$ cat src/rtl/urc_pkg.sv
// Shared types and constants for the ultrasonic ranging controller.
// Used by every module under rtl/; depends on nothing.
package urc_pkg;

  // Timing constants
  localparam int unsigned US_PER_MM   = 6;
  localparam int unsigned MIN_WAIT_US = 1000;
  localparam int unsigned TRIGGER_US  = 10;
  localparam int unsigned MS_TICKS    = 1000;

  // Field and register widths
  localparam int unsigned OP_W        = 2;
  localparam int unsigned MAX_DIST_W  = 14;
  localparam int unsigned PING_INT_W  = 10;
  localparam int unsigned TIME_W      = 32;
  localparam int unsigned US_IN_MS_W  = 10;
  localparam int unsigned TRIG_CNT_W  = 4;
  localparam int unsigned RANGE_W     = 16;
  localparam int unsigned CFG_IDX_W   = 2;
  localparam int unsigned CFG_DATA_W  = 16;

  // Ping delay is cut by the echo time in units of 1024 us
  localparam int unsigned CUT_SHIFT   = 10;
  localparam int unsigned CUT_W       = TIME_W - CUT_SHIFT;

  // Distance divider: reciprocal multiply, exact for durations below 2**DIV_IN_W
  localparam int unsigned DIV_IN_W    = 22;
  localparam int unsigned DIV_SHIFT   = 28;
  localparam longint unsigned DIV_RECIP =
    ((64'd1 << DIV_SHIFT) + 64'(US_PER_MM) - 64'd1) / 64'(US_PER_MM);
  localparam int unsigned DIV_RECIP_W = DIV_SHIFT + 1;
  localparam int unsigned DIV_PROD_W  = DIV_IN_W + DIV_RECIP_W;
  // Durations at or above this give a distance beyond the 15-bit range
  localparam logic [TIME_W-1:0] SAT_DUR = TIME_W'(US_PER_MM * 32768);

  // Precomputed constants at working widths
  localparam logic [TIME_W-1:0]     US_PER_MM_T  = TIME_W'(US_PER_MM);
  localparam logic [TIME_W-1:0]     MIN_WAIT_T   = TIME_W'(MIN_WAIT_US);
  localparam logic [TRIG_CNT_W-1:0] TRIGGER_LOAD = TRIG_CNT_W'(TRIGGER_US - 1);
  localparam logic [US_IN_MS_W-1:0] US_IN_MS_TOP = US_IN_MS_W'(MS_TICKS - 1);

  // Reset values of the configuration registers
  localparam logic [MAX_DIST_W-1:0] MAX_DIST_RST = MAX_DIST_W'(4000);
  localparam logic [PING_INT_W-1:0] PING_INT_RST = PING_INT_W'(50);

  // Reported range codes
  localparam logic signed [RANGE_W-1:0] RANGE_NONE    = -16'sd2;
  localparam logic signed [RANGE_W-1:0] RANGE_TIMEOUT = -16'sd1;
  localparam logic signed [RANGE_W-1:0] RANGE_SAT     = 16'sd32767;

  // Register indexes on the configuration port
  localparam logic [CFG_IDX_W-1:0] CFG_MAX_DIST = 2'd0;
  localparam logic [CFG_IDX_W-1:0] CFG_PING_INT = 2'd1;

  // Input operation codes
  typedef enum logic [OP_W-1:0] {
    OP_TICK    = 2'd0,
    OP_ENABLE  = 2'd1,
    OP_DISABLE = 2'd2
  } urc_op_t;

  // What a step does to the reported range
  typedef enum logic [1:0] {
    RES_NONE    = 2'd0,
    RES_DIST    = 2'd1,
    RES_TIMEOUT = 2'd2,
    RES_CLEAR   = 2'd3
  } urc_res_t;

  // Step outcome handed from the ranging core to the output stage
  typedef struct packed {
    logic              trigger;
    urc_res_t          kind;
    logic              active;
    logic [TIME_W-1:0] duration;
  } urc_mid_t;

endpackage

$ cat src/rtl/ultrasonic_ranging_controller.sv
// Top level of the ultrasonic ranging controller: handshake, configuration
// registers, input register. Depends on urc_pkg, urc_core and urc_fmt.
//
// Usage
//   Input channel: one transaction per microsecond tick (in_operation = tick,
//   in_echo_level = sampled echo pin) or an enable / disable command.
//   Output channel: one transaction per input transaction, carrying the trigger
//   pin drive, the latest range in mm (-1 timeout, -2 nothing since enable),
//   a flag for a fresh result and the enabled status.
//   Configuration: cfg_index 0 is the range limit in mm, 1 the ping interval
//   in ms; cfg_ready is always high. Write only while the block is idle.
// Pipeline and throughput
//   Three register stages: input, ranging core, output. A result is presented
//   once it has passed all three, and one transaction is taken every cycle
//   while in_stall is low; the range divide is a single reciprocal multiply.
// Reset and stall
//   Synchronous reset empties all stages, disables ranging and sets the range
//   to -2. A stall on the output holds the presented result; the pipe keeps
//   accepting until its empty stages are filled, then raises in_stall.
module ultrasonic_ranging_controller (
  input  logic                               clk,
  input  logic                               rst_n,
  input  logic                               in_valid,
  output logic                               in_stall,
  input  logic [urc_pkg::OP_W-1:0]           in_operation,
  input  logic                               in_echo_level,
  output logic                               out_valid,
  input  logic                               out_stall,
  output logic                               out_trigger,
  output logic signed [urc_pkg::RANGE_W-1:0] out_distance_mm,
  output logic                               out_result_valid,
  output logic                               out_active,
  input  logic                               cfg_valid,
  output logic                               cfg_ready,
  input  logic [urc_pkg::CFG_IDX_W-1:0]      cfg_index,
  input  logic [urc_pkg::CFG_DATA_W-1:0]     cfg_data
);
  import urc_pkg::*;

  logic [MAX_DIST_W-1:0] max_dist_r;
  logic [PING_INT_W-1:0] ping_int_r;
  logic                  in_v_r, mid_v_r, out_v_r;
  logic [OP_W-1:0]       op_r;
  logic                  echo_r;
  logic                  out_rdy, mid_rdy, mid_load, out_load, in_load;
  urc_mid_t              mid;

  // Stage flow control: each stage fills when it is empty or the one after can move
  assign out_rdy  = ~out_v_r | ~out_stall;
  assign mid_rdy  = ~mid_v_r | out_rdy;
  assign mid_load = in_v_r & mid_rdy;
  assign out_load = mid_v_r & out_rdy;
  assign in_stall = in_v_r & ~mid_rdy;
  assign in_load  = in_valid & ~in_stall;

  always_ff @(posedge clk) begin
    if (!rst_n) begin
      in_v_r  <= 1'b0;
      mid_v_r <= 1'b0;
      out_v_r <= 1'b0;
    end else begin
      if (in_load) begin
        in_v_r <= 1'b1;
      end else if (mid_load) begin
        in_v_r <= 1'b0;
      end
      if (mid_load) begin
        mid_v_r <= 1'b1;
      end else if (out_load) begin
        mid_v_r <= 1'b0;
      end
      if (out_load) begin
        out_v_r <= 1'b1;
      end else if (!out_stall) begin
        out_v_r <= 1'b0;
      end
    end
  end

  // Input register
  always_ff @(posedge clk) begin
    if (in_load) begin
      op_r   <= in_operation;
      echo_r <= in_echo_level;
    end
  end

  // Configuration registers
  assign cfg_ready = 1'b1;

  always_ff @(posedge clk) begin
    if (!rst_n) begin
      max_dist_r <= MAX_DIST_RST;
      ping_int_r <= PING_INT_RST;
    end else if (cfg_valid && cfg_ready) begin
      if (cfg_index == CFG_MAX_DIST) begin
        max_dist_r <= cfg_data[MAX_DIST_W-1:0];
      end
      if (cfg_index == CFG_PING_INT) begin
        ping_int_r <= cfg_data[PING_INT_W-1:0];
      end
    end
  end

  urc_core u_core (
    .clk        (clk),
    .rst_n      (rst_n),
    .load_i     (mid_load),
    .op_i       (op_r),
    .echo_i     (echo_r),
    .max_dist_i (max_dist_r),
    .ping_int_i (ping_int_r),
    .mid_o      (mid)
  );

  urc_fmt u_fmt (
    .clk            (clk),
    .rst_n          (rst_n),
    .load_i         (out_load),
    .mid_i          (mid),
    .trigger_o      (out_trigger),
    .distance_o     (out_distance_mm),
    .result_valid_o (out_result_valid),
    .active_o       (out_active)
  );

  assign out_valid = out_v_r;

endmodule

$ cat src/rtl/urc_core.sv
// Ranging core: clocks, echo edge timing, trigger pulse and ping scheduling.
// One step per loaded transaction; outcome registered in a urc_mid_t.
// Depends on urc_pkg.
module urc_core (
  input  logic                           clk,
  input  logic                           rst_n,
  input  logic                           load_i,
  input  logic [urc_pkg::OP_W-1:0]       op_i,
  input  logic                           echo_i,
  input  logic [urc_pkg::MAX_DIST_W-1:0] max_dist_i,
  input  logic [urc_pkg::PING_INT_W-1:0] ping_int_i,
  output urc_pkg::urc_mid_t              mid_o
);
  import urc_pkg::*;

  typedef enum logic [1:0] {
    MODE_DISABLED  = 2'd0,
    MODE_WAIT_PING = 2'd1,
    MODE_READING   = 2'd2
  } mode_t;

  mode_t                  mode_r, mode_nxt;
  logic [TIME_W-1:0]      now_us_r, now_us_nxt;
  logic [US_IN_MS_W-1:0]  us_in_ms_r, us_in_ms_nxt;
  logic [TIME_W-1:0]      now_ms_r, now_ms_nxt;
  logic [TIME_W-1:0]      next_ping_r, next_ping_nxt;
  logic                   echo_prev_r, echo_prev_nxt;
  // now_us - rise time + 1: the echo length if the echo falls on the next tick
  logic [TIME_W-1:0]      elapsed_r, elapsed_nxt;
  logic [TIME_W-1:0]      deadline_r, deadline_nxt;
  logic [TIME_W-1:0]      min_wait_r, min_wait_nxt;
  logic [TRIG_CNT_W-1:0]  trig_left_r, trig_left_nxt;
  urc_mid_t               mid_r, mid_nxt;

  logic [TIME_W-1:0]      now_us_inc;
  logic                   ms_roll;
  logic                   rise, fall;
  logic [TIME_W-1:0]      reach_us;
  logic [CUT_W-1:0]       cut;
  logic [PING_INT_W-1:0]  delay_short;

  assign now_us_inc = now_us_r + 1'b1;
  assign ms_roll    = (us_in_ms_r >= US_IN_MS_TOP);
  assign rise       = echo_i & ~echo_prev_r;
  assign fall       = ~echo_i & echo_prev_r;
  assign reach_us   = TIME_W'(max_dist_i) * US_PER_MM_T;

  // Ping delay shortened by the echo just measured, floored at zero
  assign cut         = elapsed_r[TIME_W-1:CUT_SHIFT];
  assign delay_short = (cut >= CUT_W'(ping_int_i)) ? '0 : ping_int_i - cut[PING_INT_W-1:0];

  // Step logic
  always_comb begin
    mode_nxt      = mode_r;
    now_us_nxt    = now_us_r;
    us_in_ms_nxt  = us_in_ms_r;
    now_ms_nxt    = now_ms_r;
    next_ping_nxt = next_ping_r;
    echo_prev_nxt = echo_prev_r;
    elapsed_nxt   = elapsed_r;
    deadline_nxt  = deadline_r;
    min_wait_nxt  = min_wait_r;
    trig_left_nxt = trig_left_r;
    mid_nxt.trigger  = (trig_left_r != '0);
    mid_nxt.kind     = RES_NONE;
    mid_nxt.duration = elapsed_r;
    mid_nxt.active   = 1'b0;

    unique case (op_i)
      OP_TICK: begin
        // clocks
        now_us_nxt   = now_us_inc;
        us_in_ms_nxt = ms_roll ? '0 : us_in_ms_r + 1'b1;
        now_ms_nxt   = ms_roll ? now_ms_r + 1'b1 : now_ms_r;

        // echo edges
        if (rise) begin
          elapsed_nxt  = TIME_W'(1);
          deadline_nxt = now_us_inc + reach_us;
        end else begin
          elapsed_nxt  = elapsed_r + 1'b1;
        end
        echo_prev_nxt = echo_i;

        // trigger pulse countdown
        if (trig_left_r != '0) begin
          trig_left_nxt = trig_left_r - 1'b1;
        end

        // ranging sequence
        unique case (mode_r)
          MODE_WAIT_PING: begin
            if (next_ping_r < now_ms_nxt) begin
              mid_nxt.trigger = 1'b1;
              trig_left_nxt   = TRIGGER_LOAD;
              min_wait_nxt    = now_us_inc + MIN_WAIT_T;
              mode_nxt        = MODE_READING;
            end
          end
          MODE_READING: begin
            // any falling edge here is taken as the end of this ping's echo
            if (fall) begin
              mid_nxt.kind  = RES_DIST;
              next_ping_nxt = now_ms_nxt + TIME_W'(delay_short);
              mode_nxt      = MODE_WAIT_PING;
            end else if (deadline_nxt < now_us_inc && min_wait_r < now_us_inc) begin
              mid_nxt.kind  = RES_TIMEOUT;
              next_ping_nxt = now_ms_nxt + TIME_W'(ping_int_i);
              mode_nxt      = MODE_WAIT_PING;
            end
          end
          default: begin
          end
        endcase
      end
      OP_ENABLE: begin
        next_ping_nxt = now_ms_r + TIME_W'(ping_int_i);
        mid_nxt.kind  = RES_CLEAR;
        mode_nxt      = MODE_WAIT_PING;
      end
      OP_DISABLE: begin
        mode_nxt = MODE_DISABLED;
      end
      default: begin
      end
    endcase

    mid_nxt.active = (mode_nxt != MODE_DISABLED);
  end

  // State and registered outcome
  always_ff @(posedge clk) begin
    if (!rst_n) begin
      mode_r      <= MODE_DISABLED;
      now_us_r    <= '0;
      us_in_ms_r  <= '0;
      now_ms_r    <= '0;
      next_ping_r <= '0;
      echo_prev_r <= 1'b0;
      elapsed_r   <= TIME_W'(1);
      deadline_r  <= '0;
      min_wait_r  <= '0;
      trig_left_r <= '0;
    end else if (load_i) begin
      mode_r      <= mode_nxt;
      now_us_r    <= now_us_nxt;
      us_in_ms_r  <= us_in_ms_nxt;
      now_ms_r    <= now_ms_nxt;
      next_ping_r <= next_ping_nxt;
      echo_prev_r <= echo_prev_nxt;
      elapsed_r   <= elapsed_nxt;
      deadline_r  <= deadline_nxt;
      min_wait_r  <= min_wait_nxt;
      trig_left_r <= trig_left_nxt;
    end
    if (load_i) begin
      mid_r <= mid_nxt;
    end
  end

  assign mid_o = mid_r;

endmodule

$ cat src/rtl/urc_fmt.sv
// Output stage: converts echo time to millimetres and holds the reported range.
// Reciprocal multiply by 1/US_PER_MM with saturation. Depends on urc_pkg.
module urc_fmt (
  input  logic                               clk,
  input  logic                               rst_n,
  input  logic                               load_i,
  input  urc_pkg::urc_mid_t                  mid_i,
  output logic                               trigger_o,
  output logic signed [urc_pkg::RANGE_W-1:0] distance_o,
  output logic                               result_valid_o,
  output logic                               active_o
);
  import urc_pkg::*;

  logic signed [RANGE_W-1:0] range_r, range_nxt;
  logic                      trigger_r, result_valid_r, active_r;
  logic [DIV_PROD_W-1:0]     prod;
  logic                      sat;

  // duration / US_PER_MM, exact below the saturation point
  assign prod = DIV_PROD_W'(mid_i.duration[DIV_IN_W-1:0]) *
                DIV_PROD_W'(DIV_RECIP_W'(DIV_RECIP));
  assign sat  = (mid_i.duration >= SAT_DUR);

  // Range update
  always_comb begin
    range_nxt = range_r;
    unique case (mid_i.kind)
      RES_DIST:    range_nxt = sat ? RANGE_SAT :
                               {1'b0, prod[DIV_SHIFT +: (RANGE_W - 1)]};
      RES_TIMEOUT: range_nxt = RANGE_TIMEOUT;
      RES_CLEAR:   range_nxt = RANGE_NONE;
      default:     range_nxt = range_r;
    endcase
  end

  always_ff @(posedge clk) begin
    if (!rst_n) begin
      range_r <= RANGE_NONE;
    end else if (load_i) begin
      range_r <= range_nxt;
    end
    if (load_i) begin
      trigger_r      <= mid_i.trigger;
      result_valid_r <= (mid_i.kind == RES_DIST) || (mid_i.kind == RES_TIMEOUT);
      active_r       <= mid_i.active;
    end
  end

  assign trigger_o      = trigger_r;
  assign distance_o     = range_r;
  assign result_valid_o = result_valid_r;
  assign active_o       = active_r;

endmodule

$ cat config.mk
export PLATFORM = sky130hd
export DESIGN_NAME = ultrasonic_ranging_controller
export DESIGN_NICKNAME = d
export VERILOG_FILES = /design/src/rtl/urc_pkg.sv /design/src/rtl/ultrasonic_ranging_controller.sv /design/src/rtl/urc_core.sv /design/src/rtl/urc_fmt.sv
export SDC_FILE = /design/constraint.sdc
export NUM_CORES = 1
export LEC_CHECK = 0
export BUFFER_PORTS_ARGS = -buffer_cell sky130_fd_sc_hd__buf_2
export CAP_MARGIN = 20
export CORE_ASPECT_RATIO = 1.4
export CORE_UTILIZATION = 46
export CTS_CLUSTER_DIAMETER = 60
export DETAILED_ROUTE_END_ITERATION = 7
export HOLD_SLACK_MARGIN = 0.02
export PLACE_DENSITY_LB_ADDON = 0.1
export SYNTH_ARGS = -nofsm -noshare
export SYNTH_HDL_FRONTEND = slang
export SYNTH_HIERARCHICAL = 1
export SYNTH_SLANG_ARGS = --single-unit
export TNS_END_PERCENT = 50
$ cat constraint.sdc
create_clock -name clk -period 9.9 [get_ports clk]
set_input_delay 0.99 -clock clk [delete_from_list [all_inputs] [get_ports clk]]
set_output_delay 0.99 -clock clk [all_outputs]
set_load 0.1 [all_outputs]
==> flow_metrics.env <==
export IMPL_min_path_type="reg2reg"
export IMPL_worstPathMaxFanout=40
export IMPL_fmax_ghz=0.121
export IMPL_worst_hold_slack_ns=0.457
export IMPL_layout_drive_gt1_share_pct=6.13
export IMPL_synth_top_cells_by_area="dfxtp_1, ha_1, fa_1"
export IMPL_grt_max_degree=61
export IMPL_finalWeightedCongestion=0.944
export IMPL_wl_per_cell_um=18.8
export IMPL_p_per_area_nw_per_um2=139
export IMPL_end_kind="register"
export IMPL_fillers=5413
export IMPL_vias=22200
export IMPL_syn_nets=3661
export IMPL_skew_ns=0.0377
export IMPL_cts_made_buffers=39
export IMPL_remaining_drc_errors=0
export IMPL_synth_edf_count=42
export IMPL_vdd_drop_max_mv=0.195
export IMPL_grt_usage_pct=25.4
export IMPL_vias_per_cell=5.66
export IMPL_clock_power_share_pct=37.6
export IMPL_grt_pass1_vias=22500
export IMPL_seq_area_um2=6310
export IMPL_netSwitchingPower_w=0.00140
export IMPL_cp_start_kind="register"
export IMPL_ys_ff_latch=294
export IMPL_synth_cells=3161
export IMPL_clk_insertion_delay_late_ns=0.58
export IMPL_ys_types=93
export IMPL_slowest_delay_ns=0.88
export IMPL_drt_iter0_markers=960
export IMPL_dpl_hpwl_mm=58.8
export IMPL_rsz0062_at_grt="no"
export IMPL_ys_top_cells_by_count="inv_1, ha_1, nand2_1, dfxtp_1, nor2_1"
export IMPL_dieArea_um2=58700
export IMPL_htreeDepth=2
export IMPL_ant_nets=0
export IMPL_finalPower_w=0.00403
export IMPL_grt_pass1_wl_mm=117
export IMPL_critical_path_class="reg2reg"
export IMPL_max_slew_margin_pct=27.8
export IMPL_clkSinkCount=294
export IMPL_rows=103
export IMPL_wirelength_mm=73.9
export IMPL_crit_arrival_ns=8.76
export IMPL_yosysTopAreaCell="dfxtp_1"
export IMPL_post_route_min_period_ns=8.28
export IMPL_cts_resized=0
export IMPL_drv_slew=0
export IMPL_post_cts_repair_setup_buffers=0
export IMPL_core_um2=56700
export IMPL_fp_dieW_um=205
export IMPL_power_frac_seq_pct=30.9
export IMPL_cts_tree="built"
export IMPL_final_nets=3652
export IMPL_ys_seq_area_share_pct=23.7
export IMPL_cellLeakagePower_nw=12.2
export IMPL_grt_overflow=0
export IMPL_netlist_area_leader_share_pct=19.0
export IMPL_hold_buffers=0
export IMPL_yosys_most_used_dff="dfxtp_1"
export IMPL_tightest_slew_ns=1.08
export IMPL_syn_area_per_cell_um2=8.41
export IMPL_syn_to_final_growth_pct=8.64
export IMPL_slowest_stage="a2111oi_2"
export IMPL_clk_path_buf_depth=3
export IMPL_antenna_found_initial=1
export IMPL_finalSetupTns_ns=0
export IMPL_p_sw_share_pct=34.7
export IMPL_initial_core_util_pct=46.9
export IMPL_synth_most_common_cell="inv_1"
export IMPL_status="completed"
export IMPL_setup_violations=0
export IMPL_firstDrtPassIters=5
export IMPL_boundaryPins=48
export IMPL_p_int_w=0.00263
export IMPL_async_reset_ff_share_pct=0
export IMPL_p_comb_share_pct=31.6
export IMPL_io_buffers=44
export IMPL_synth_warnings=6
export IMPL_multi_input_area_um2=18500
export IMPL_cts_root_buf="clkbuf_16"
export IMPL_final_hold_viol_count=0
export IMPL_synth_area_um2=26600
export IMPL_drv_cap=0
export IMPL_clkTransAtPathRegs_ns=0.06
export IMPL_die_h_um=286
export IMPL_worstPathRequired_ns=10.37
export IMPL_final_period_utilization_pct=83.7
==> logic make-up (layout without fill, tap and decap cells) <==
family / count (synthesis) / in the layout / share of synthesized area (%)
adder cells (fa/ha/maj): 474 / 474 / 26.2
flip-flops: 294 / 294 / 23.7
AND/OR/NAND/NOR: 1028 / 1028 / 19.4
other: 1 / 2 / 0.0141
buffers and inverters: 473 / 495 / 6.88
AO/OA/AOI/OAI: 628 / 628 / 14.9
XOR/XNOR: 242 / 242 / 8.01
multiplexers: 21 / 21 / 0.791
==> final cells by class <==
| class | count | share of cell area, % |
|---|---|---|
| inverter | 347 | 4.52 |
| multi-input combinational | 2394 | 64.0 |
| sequential | 294 | 21.8 |
| clock buffer | 47 | 3.77 |
| tap | 735 | 3.19 |
| antenna | 1 | 0.00867 |
| timing repair buffer | 76 | 1.66 |
| clock inverter | 25 | 1.01 |
==> flip-flops by register name (all words and copies together), names as in the netlist, 2 cells and up <==
name / cells
max_dist_r: 14
op_r: 2
ping_int_r: 10
u_core/deadline_r: 32
u_core/elapsed_r: 32
u_core/mid_o: 36
u_core/min_wait_r: 32
u_core/mode_r: 2
u_core/next_ping_r: 32
u_core/now_ms_r: 32
u_core/now_us_r: 32
u_core/trig_left_r: 4
u_core/us_in_ms_r: 10
u_fmt/distance_o: 16
==> stage by stage <==
stage / util, % / instance area (um2) / worst slack, ns / std cells
finish: 50.9 / 28900 / 1.62 / 3919
global route: 50.9 / 28900 / 0.576 / 3919
CTS: 50.8 / 28800 / 1.62 / 3916
detailed placement: 48.4 / 27500 / 1.66 / 3844
global placement: 48.4 / 27500 / 1.74 / 3844
floorplan: - / 26600 / 3.06 / 3161
==> power by group through the flow <==
stage	Sequential [W]	Combinational [W]	Clock, W
after floorplan	0.00127	0.000907	0
after global placement	0.00127	0.00125	0
after detailed placement	0.00127	0.00127	0
after CTS	0.00124	0.00128	0.00156
after global routing	0.00124	0.00143	0.00160
final	0.00124	0.00127	0.00151
==> worst max-delay path, delay by kind of cell, from the launching register on <==
kind                       cells  cell delay (ns)
xor gates and xnor gates       2             0.32
buffers and inverters          3             0.72
and+or+nand+nor                5             0.94
adders and majority gates      4             1.35
AOI/OAI and AO/OA             17             4.44
DFF                            1             0.39
==> per-layer routing <==
layer  global-route usage (%)  share of wire (%)  vias to the layer above
met2                     49.0                 54                      420
li1                         -                  -                    10900
met4                     13.5                5.6                        0
met3                     3.02                3.2                      180
met1                     26.2                 37                    10600
met5                        0                  0                        -
==> cells in the final DEF (no fill, tap or decap), types with 30 or more instances in the layout <==
cell,synthesis,routed
inv_1,347,346
nand3_1,88,88
buf_4,5,31
edfxtp_1,42,42
buf_2,20,44
nor3_1,63,63
xor2_1,98,98
clkbuf_16,0,41
or3_1,55,55
and2_1,32,31
nand2_1,301,301
a21o_1,43,43
nor2_1,235,232
a21oi_1,175,175
a211oi_1,38,38
xnor2_1,143,143
fa_1,139,139
o21a_1,30,30
o21ai_0,163,163
dfxtp_1,252,252
ha_1,335,335
nor4_1,33,32
nand4_1,60,60
==> path summary, 6_finish.rpt <==
path,start,end,slack [ns],cells past startpoint
setup reg to reg,max_dist_r[1],u_core/next_ping_r[3],1.62,31
hold reg to reg,u_core/mid_o[32],u_fmt/active_o,0.46,0
hold / removal,u_core/mid_o[32],u_fmt/active_o,0.46,0
setup / recovery,max_dist_r[1],u_core/next_ping_r[3],1.62,31
(Power assumes the default switching activity.)
